==> src/design/rrlf_pkg.sv <==
package rrlf_pkg;

  // Field and register widths
  localparam int ChanW    = 8;
  localparam int IdxW     = 6;
  localparam int CntW     = 7;
  localparam int EnW      = 3;
  localparam int SegW     = 5;
  localparam int SegEndW  = 6;
  localparam int DivCntW  = 4;
  localparam int CfgIdxW  = 2;
  localparam int CfgDataW = 8;
  localparam int InDataW  = 8;
  localparam int OutDataW = 32;

  localparam int MaxLedsDefault = 64;
  localparam int MinLeds        = 3;

  localparam logic [ChanW-1:0] ColorFull = 8'hFF;

  // Configuration register indexes
  localparam logic [CfgIdxW-1:0] CfgLedCount   = 2'd0;
  localparam logic [CfgIdxW-1:0] CfgBrightDiv  = 2'd1;
  localparam logic [CfgIdxW-1:0] CfgChanEnable = 2'd2;

  // Channel enable bit positions
  localparam int EnRed   = 2;
  localparam int EnGreen = 1;
  localparam int EnBlue  = 0;

  typedef enum logic [2:0] {
    ST_IDLE,
    ST_REDUCE,
    ST_UP_START,
    ST_UP_WAIT,
    ST_CH_WAIT,
    ST_EMIT
  } rrlf_state_t;

  // floor(x/3) for x < 192 via multiply by 171 and shift by 9
  function automatic logic [SegEndW-1:0] div3(input logic [7:0] x);
    logic [15:0] prod;
    prod = 16'(x) * 16'd171;
    return prod[14:9];
  endfunction

endpackage

==> src/design/rotating_rainbow_led_frame_unit.sv <==
// Rotating rainbow frame generator. Each beat on the input with frame_tick set
// renders one frame of led_count pixels (one output beat per pixel, tlast on the
// final one) and then advances the rotation by one; a beat with frame_tick clear
// is taken and ignored. A frame first reduces the stored offset modulo led_count,
// then makes two passes per pixel through bit-serial dividers: one for the ramp
// 255*c/s and one, on three lanes at once, for the brightness divisor. The next
// pixel is computed while the previous one waits in the output register. Write
// configuration only between frames.
module rotating_rainbow_led_frame_unit
  import rrlf_pkg::*;
#(
  parameter int MAX_LEDS = MaxLedsDefault
) (
  input  logic                clk,
  input  logic                rst_n,
  // input beat: [0] frame_tick
  input  logic                in_tvalid,
  output logic                in_tready,
  input  logic [InDataW-1:0]  in_tdata,
  // output beat: [5:0] pixel_index, [13:6] red, [21:14] green, [29:22] blue
  output logic                out_tvalid,
  input  logic                out_tready,
  output logic [OutDataW-1:0] out_tdata,
  output logic                out_tlast,
  // configuration write
  input  logic                cfg_valid,
  output logic                cfg_ready,
  input  logic [CfgIdxW-1:0]  cfg_index,
  input  logic [CfgDataW-1:0] cfg_data
);

  localparam logic [CntW-1:0] MaxCnt = CntW'(MAX_LEDS);
  localparam logic [CntW-1:0] MinCnt = CntW'(MinLeds);

  rrlf_state_t state_r, state_nxt;

  logic [CntW-1:0]    led_count_r;
  logic [ChanW-1:0]   bdiv_r;
  logic [EnW-1:0]     chen_r;
  logic [IdxW-1:0]    offset_r, offset_nxt;
  logic [IdxW-1:0]    om_r, om_nxt;
  logic [IdxW-1:0]    idx_r, idx_nxt;
  logic [IdxW-1:0]    i_r, i_nxt;
  logic [SegW-1:0]    c_r, c_nxt;
  logic [SegW-1:0]    s_r, s_nxt;
  logic [SegEndW-1:0] cut2_r, cut2_nxt;

  logic               out_valid_r, out_valid_nxt;
  logic [OutDataW-1:0] out_data_r, out_data_nxt;
  logic               out_last_r, out_last_nxt;

  logic [2:0]         dv_start;
  logic [2:0]         dv_busy;
  logic [ChanW-1:0]   dv_q [3];
  logic [2*ChanW-1:0] dv_dividend [3];
  logic [ChanW-1:0]   dv_divisor [3];

  logic               in_acc;
  logic               seg1, seg2;
  logic [ChanW-1:0]   up, red, green, blue;
  logic               is_last;
  logic [CntW-1:0]    i_inc, om_inc, idx_inc;
  logic [CntW-1:0]    cfg_cnt;

  assign in_tready = (state_r == ST_IDLE);
  assign in_acc    = in_tvalid && in_tready;
  assign cfg_ready = 1'b1;

  // Configuration registers with clamping
  assign cfg_cnt = cfg_data[CntW-1:0];
  always_ff @(posedge clk) begin
    if (!rst_n) begin
      led_count_r <= MaxCnt;
      bdiv_r      <= ChanW'(1);
      chen_r      <= '1;
    end else if (cfg_valid) begin
      case (cfg_index)
        CfgLedCount: begin
          if (cfg_cnt < MinCnt) begin
            led_count_r <= MinCnt;
          end else if (cfg_cnt > MaxCnt) begin
            led_count_r <= MaxCnt;
          end else begin
            led_count_r <= cfg_cnt;
          end
        end
        CfgBrightDiv: begin
          bdiv_r <= (cfg_data == '0) ? ChanW'(1) : cfg_data;
        end
        CfgChanEnable: begin
          chen_r <= cfg_data[EnW-1:0];
        end
        default: begin
        end
      endcase
    end
  end

  // Color of the current pixel from the ramp quotient
  assign up   = dv_q[0];
  assign seg1 = (i_r < {1'b0, s_r});
  assign seg2 = (i_r < cut2_r);
  always_comb begin
    if (seg1) begin
      red   = up;
      green = '0;
      blue  = ColorFull - up;
    end else if (seg2) begin
      red   = ColorFull - up;
      green = up;
      blue  = '0;
    end else begin
      red   = '0;
      green = ColorFull - up;
      blue  = up;
    end
    if (!chen_r[EnRed])   red   = '0;
    if (!chen_r[EnGreen]) green = '0;
    if (!chen_r[EnBlue])  blue  = '0;
  end

  assign i_inc   = {1'b0, i_r} + 1'b1;
  assign om_inc  = {1'b0, om_r} + 1'b1;
  assign idx_inc = {1'b0, idx_r} + 1'b1;
  assign is_last = (i_inc == led_count_r);

  // Frame sequencer
  always_comb begin
    state_nxt     = state_r;
    offset_nxt    = offset_r;
    om_nxt        = om_r;
    idx_nxt       = idx_r;
    i_nxt         = i_r;
    c_nxt         = c_r;
    s_nxt         = s_r;
    cut2_nxt      = cut2_r;
    out_valid_nxt = out_valid_r;
    out_data_nxt  = out_data_r;
    out_last_nxt  = out_last_r;
    dv_start      = '0;
    for (int k = 0; k < 3; k++) begin
      dv_dividend[k] = {{ChanW{1'b0}}, ColorFull};
      dv_divisor[k]  = bdiv_r;
    end

    if (out_valid_r && out_tready) begin
      out_valid_nxt = 1'b0;
    end

    case (state_r)
      ST_IDLE: begin
        if (in_acc && in_tdata[0]) begin
          s_nxt     = SegW'(div3({1'b0, led_count_r}));
          cut2_nxt  = div3({led_count_r, 1'b0});
          om_nxt    = offset_r;
          state_nxt = ST_REDUCE;
        end
      end
      ST_REDUCE: begin
        if ({1'b0, om_r} >= led_count_r) begin
          om_nxt = IdxW'({1'b0, om_r} - led_count_r);
        end else begin
          idx_nxt   = om_r;
          i_nxt     = '0;
          c_nxt     = '0;
          state_nxt = ST_UP_START;
        end
      end
      ST_UP_START: begin
        // 255*c as (c << 8) - c
        dv_dividend[0] = {3'b000, c_r, {ChanW{1'b0}}} - {{(2*ChanW-SegW){1'b0}}, c_r};
        dv_divisor[0]  = {3'b000, s_r};
        dv_start[0]    = 1'b1;
        state_nxt      = ST_UP_WAIT;
      end
      ST_UP_WAIT: begin
        if (!dv_busy[0]) begin
          dv_dividend[0] = {{ChanW{1'b0}}, red};
          dv_dividend[1] = {{ChanW{1'b0}}, green};
          dv_dividend[2] = {{ChanW{1'b0}}, blue};
          dv_start       = '1;
          state_nxt      = ST_CH_WAIT;
        end
      end
      ST_CH_WAIT: begin
        if (dv_busy == '0) begin
          state_nxt = ST_EMIT;
        end
      end
      ST_EMIT: begin
        if (!out_valid_r || out_tready) begin
          out_valid_nxt = 1'b1;
          out_data_nxt  = {2'b00, dv_q[2], dv_q[1], dv_q[0], idx_r};
          out_last_nxt  = is_last;
          if (is_last) begin
            offset_nxt = (om_inc == led_count_r) ? '0 : om_inc[IdxW-1:0];
            state_nxt  = ST_IDLE;
          end else begin
            i_nxt   = i_inc[IdxW-1:0];
            idx_nxt = (idx_inc == led_count_r) ? '0 : idx_inc[IdxW-1:0];
            if ((i_inc == {2'b00, s_r}) || (i_inc == {1'b0, cut2_r})) begin
              c_nxt = '0;
            end else begin
              c_nxt = c_r + 1'b1;
            end
            state_nxt = ST_UP_START;
          end
        end
      end
      default: begin
        state_nxt = ST_IDLE;
      end
    endcase
  end

  always_ff @(posedge clk) begin
    if (!rst_n) begin
      state_r     <= ST_IDLE;
      offset_r    <= '0;
      out_valid_r <= 1'b0;
    end else begin
      state_r     <= state_nxt;
      offset_r    <= offset_nxt;
      out_valid_r <= out_valid_nxt;
    end
  end

  always_ff @(posedge clk) begin
    om_r       <= om_nxt;
    idx_r      <= idx_nxt;
    i_r        <= i_nxt;
    c_r        <= c_nxt;
    s_r        <= s_nxt;
    cut2_r     <= cut2_nxt;
    out_data_r <= out_data_nxt;
    out_last_r <= out_last_nxt;
  end

  // Divider lanes: lane 0 computes the ramp, then all three scale the channels
  for (genvar k = 0; k < 3; k++) begin : g_lane
    rrlf_sdiv u_div (
      .clk      (clk),
      .rst_n    (rst_n),
      .start    (dv_start[k]),
      .dividend (dv_dividend[k]),
      .divisor  (dv_divisor[k]),
      .busy     (dv_busy[k]),
      .quotient (dv_q[k])
    );
  end

  assign out_tvalid = out_valid_r;
  assign out_tdata  = out_data_r;
  assign out_tlast  = out_last_r;

endmodule

==> src/design/rrlf_sdiv.sv <==
// Bit-serial restoring divider: one quotient bit per cycle.
// The dividend's upper byte must be below the divisor, so the quotient fits 8 bits.
module rrlf_sdiv
  import rrlf_pkg::*;
(
  input  logic               clk,
  input  logic               rst_n,
  input  logic               start,
  input  logic [2*ChanW-1:0] dividend,
  input  logic [ChanW-1:0]   divisor,
  output logic               busy,
  output logic [ChanW-1:0]   quotient
);

  logic [ChanW-1:0]   rem_r, rem_nxt;
  logic [ChanW-1:0]   q_r, q_nxt;
  logic [ChanW-1:0]   dvs_r, dvs_nxt;
  logic [DivCntW-1:0] cnt_r, cnt_nxt;
  logic [ChanW:0]     trial;
  logic               fits;

  // One restoring step: shift in the next dividend bit, subtract if it fits
  always_comb begin
    rem_nxt = rem_r;
    q_nxt   = q_r;
    dvs_nxt = dvs_r;
    cnt_nxt = cnt_r;
    trial   = {rem_r, q_r[ChanW-1]};
    fits    = (trial >= {1'b0, dvs_r});
    if (start) begin
      rem_nxt = dividend[2*ChanW-1:ChanW];
      q_nxt   = dividend[ChanW-1:0];
      dvs_nxt = divisor;
      cnt_nxt = DivCntW'(ChanW);
    end else if (cnt_r != '0) begin
      rem_nxt = fits ? ChanW'(trial - {1'b0, dvs_r}) : trial[ChanW-1:0];
      q_nxt   = {q_r[ChanW-2:0], fits};
      cnt_nxt = cnt_r - 1'b1;
    end
  end

  always_ff @(posedge clk) begin
    if (!rst_n) begin
      cnt_r <= '0;
    end else begin
      cnt_r <= cnt_nxt;
    end
  end

  always_ff @(posedge clk) begin
    rem_r <= rem_nxt;
    q_r   <= q_nxt;
    dvs_r <= dvs_nxt;
  end

  assign busy     = (cnt_r != '0);
  assign quotient = q_r;

endmodule

==> config.mk <==
export PLATFORM = sky130hd
export DESIGN_NAME = rotating_rainbow_led_frame_unit
export DESIGN_NICKNAME = d
export VERILOG_FILES = /design/src/design/rrlf_pkg.sv /design/src/design/rotating_rainbow_led_frame_unit.sv /design/src/design/rrlf_sdiv.sv
export SDC_FILE = /design/constraint.sdc
export NUM_CORES = 1
export LEC_CHECK = 0
export BUFFER_PORTS_ARGS = -buffer_cell sky130_fd_sc_hd__buf_2
export CAP_MARGIN = 10
export CORE_MARGIN = 1
export CORE_UTILIZATION = 55
export CTS_CLUSTER_DIAMETER = 60
export DETAILED_ROUTE_END_ITERATION = 8
export GPL_ROUTABILITY_DRIVEN = 0
export PLACE_DENSITY = 0.74
export RECOVER_POWER = 100
export SLEW_MARGIN = 10
export SYNTH_ARGS = -nofsm -noshare
export SYNTH_HDL_FRONTEND = slang
export SYNTH_SLANG_ARGS = --single-unit
==> constraint.sdc <==
create_clock -name clk -period 7.29 [get_ports clk]
set_input_delay 1.0935 -clock clk [delete_from_list [all_inputs] [get_ports clk]]
set_output_delay 1.0935 -clock clk [all_outputs]
set_load 0.02 [all_outputs]
==> impl_metrics.csv <==
group,metric,value,unit
power_and_ir_drop,p_clk_share,20.4,%
clock_network,cts.reportedPaths.clkPinSlew,0.07,ns
worst_setup_path,endpoint,"s_r[4]",
job,maxCapViolCount,2,
final_layout,multi_input_area,0.005050,mm²
worst_setup_path,critPathKind,"flop to flop",
sta,worst_pin_slew,1.732,ns
power_and_ir_drop,seqPwrFrac,37.4,%
power_and_ir_drop,p_sw_share,39.51,%
sta,fin_skew,0.01150,ns
hold_path,holdCritPathClass,"flop to flop",
detailed_routing,drt_iter0_markers,527,
power_and_ir_drop,peakVddDrop,0.2764,mV
power_and_ir_drop,leakagePower,0.004489,µW
detailed_routing,vias,7287,
yosys,netlist_area,0.01007,mm²
worst_setup_path,r2r_start,"led_count_r[4]",
floorplanning,die-area,0.01885,mm²
sta,final.period_utilization,61.91,%
clock_network,cts_root_buffer,"clkbuf_16",
detailed_routing,ant_nets,0,
power_and_ir_drop,p_total,4499,µW
worst_setup_path,critPathCaptureType,"flop",
worst_setup_path,crit_fanout,10,
final_layout,syn_to_final_growth,9.372,%
worst_setup_path,setup.worst_path.start,"led_count_r[4]",
yosys,synth_top_area_share,36.99,%
global_routing,grt_pass1_wl,34.57,mm
final_layout,antenna_cells,0,
worst_setup_path,rrSetupSlack,2.78,ns
sta,period_minus_slack,4.513,ns
worst_setup_path,worstSetupStartpointType,"flop",
sta,final-max-slew-violation-count,60,
sta,slew_headroom,-15.48,%
global_routing,grt_max_degree,32,
global_routing,antenna_found_initial,0,
detailed_routing,drt-total-wl,21.24,mm
global_routing,grt.met3_usage,4.010,%
sta,finalSetupViolCount,0,
final_layout,design_area,0.01101,mm²
worst_setup_path,worst_r2r_endpoint,"s_r[4]",
sta,hold_viol_final,0,
detailed_routing,viasPerCell,5.825,
global_routing,top_usage_layer,"met2",
worst_setup_path,worst-endpoint-arrival,4.81,ns
power_and_ir_drop,p_int,2721,µW
floorplanning,pin_count,59,
final_layout,layout.area.seq,0.004524,mm²
sta,tns,0,ns
worst_setup_path,worstRegToRegCells,13,
placement,place_area,0.01048,mm²
final_layout,nets,1146,
yosys,syn_area_per_cell,10.36,µm²
worst_setup_path,required,7.59,ns
clock_network,clk_latency,0.44,ns
yosys,synth_seq_cells,164,
yosys,async_reset_ff_share,0,%
placement,dpl.hpwl,15.40,mm
sta,max_freq,221.6,MHz
placement,port_buffers,48,
floorplanning,fp.dieH,137.3,µm
floorplanning,start_util,56.04,%
clock_network,clk_path_buf_depth,2,
clock_network,cts_made_buffers,17,
final_layout,nFillCells,1469,
clock_network,post_cts_resized,0,
power_and_ir_drop,p_per_area,408.6,mW/mm²
yosys,synthCells,972,
final_layout,stdcell_count,1251,
placement,place_inst,1219,
global_routing,grt_pass1_vias,6930,
yosys,synth_cell_types,69,
yosys,synth_edf_count,124,
global_routing,use_met1,30.96,%
clock_network,cts.sinks,164,
detailed_routing,drc,0,
clock_network,cts_htree_levels,4,
final_layout,layout-drive-gt1-share,5.088,%
outcome,status,"complete, but fails checks",
yosys,synth_area_leaders,"edfxtp_1 37%, ha_1 13%, dfxtp_1 8.0%",
power_and_ir_drop,p_switching,1777,µW
floorplanning,core,0.01796,mm²
yosys,synth-seq-area-share,44.95,%
detailed_routing,dr.pass1.iters,8,
outcome,violations,"capacitance limit, slew limit",
global_routing,grt_usage,24.11,%
global_routing,grt-ovfl-total,0,
final_layout,final_cell_mix,"124 x edfxtp_1, 101 x ha_1, 82 x inv_1, 81 x nor2_1, 68 x nand2_1",
power_and_ir_drop,combinationalPowerShare,42.2,%
floorplanning,die_x,137.3,µm
global_routing,met2_usage,40.94,%
floorplanning,rows,49,
clock_network,cts_tree,"yes",
yosys,yosysTopAreaCell,"edfxtp_1",
yosys,synthFlopType,"edfxtp_1",
clock_network,cts_hold_buffers,0,
sta,rsz0062_at_grt,"false",
final_layout,mostFrequentLayoutCell,"edfxtp_1",
detailed_routing,wl_per_cell,16.98,µm
yosys,yosysWarnings,0,
clock_network,post_cts_buffers,0,
sta,hold_ws,0.4561,ns
-- metal layers --
layer  wire, µm  vias to the layer above  share of wire (%)
li1           -                     3551                  -
met1       9576                     3503                 45
met4        408                        0                1.9
met3       1026                       39                4.8
met2      10230                      194                 48
met5          0                        -                  0
-- state kept, by name (all words and copies together), names as in the netlist --
signal / cells
idx_r: 6
out_tlast: 1
offset_r: 6
cut2_r: 1
state_r: 3
g_lane.u_div.dvs_r: 16
g_lane.u_div.rem_r: 24
s_r: 5
out_tvalid: 1
g_lane.u_div.cnt_r: 12
g_lane.u_div.quotient: 24
i_r: 6
c_r: 5
chen_r: 3
bdiv_r: 8
led_count_r: 7
om_r: 6
out_tdata: 30
-- final cells by class --
| cell class | count | share of cell area [%] |
|---|---|---|
| multi-input cells | 688 | 45.87 |
| flip-flops and latches | 164 | 41.10 |
| clock buffers | 17 | 3.864 |
| inverters | 83 | 2.830 |
| well taps | 229 | 2.603 |
| repair buffers | 55 | 2.046 |
| clock inverters | 15 | 1.693 |
-- cells in the mapped netlist, types with 24 or more instances --
library cell	count
o21ai_0	55
nor2b_1	24
edfxtp_1	124
ha_1	101
nand2_1	68
a21oi_1	41
inv_1	82
xnor2_1	51
dfxtp_1	40
clkbuf_1	25
nor2_1	81
mux2i_1	30
-- through the flow --
stage / utilization, % / setup WS [ns]
after floorplan: - / 3.264
after global placement: 58.36 / 2.836
after detailed placement: 58.36 / 2.820
after CTS: 61.77 / 2.772
after global routing: 61.29 / 2.580
final: 61.29 / 2.777
-- power by group through the flow --
stage               logic, µW  registers (µW)  clock network, µW
floorplan                1500            1600                  0
global placement         1830            1690                  0
detailed placement       1880            1700                  0
CTS                      1910            1680                932
global route             2120            1720                970
finish                   1900            1680                919
-- worst min-delay path by stage --
| stage | startpoint | endpoint | slack (ns) | cells after the start |
|---|---|---|---|---|
| after global routing | offset_r[4] | offset_r[4] | 0.47 | 2 |
| after CTS | offset_r[2] | offset_r[2] | 0.46 | 2 |
| final | offset_r[3] | offset_r[3] | 0.46 | 2 |
| after global placement | g_lane[2].u_div.quotient[1] | out_tdata[23] | 0.43 | 0 |
| after detailed placement | offset_r[2] | offset_r[2] | 0.44 | 2 |
| after floorplan | bdiv_r[5] | g_lane[2].u_div.dvs_r[5] | 0.42 | 0 |
-- critical path, stage by stage (launching register included) --
cell	delay, ns
dfxtp_1	0.61
ha_1	0.36
fa_1	0.51
inv_1	0.06
fa_1	0.50
inv_1	0.05
fa_1	0.46
ha_1	0.33
a211o_1	0.26
a21oi_1	0.16
a211oi_1	0.12
o41a_1	0.39
or4_1	0.48
nand3_1	0.09
-- kinds of logic after synthesis --
| family | after synthesis | synth area share, % |
|---|---|---|
| compound gates | 189 | 12.18 |
| xor+xnor | 70 | 6.165 |
| mux | 31 | 3.095 |
| buf+inv | 121 | 4.798 |
| flops | 164 | 44.95 |
| fa+ha+maj | 114 | 15.14 |
| other cells | 2 | 0.07461 |
| simple gates | 281 | 13.60 |
(Power assumes the default switching activity.)
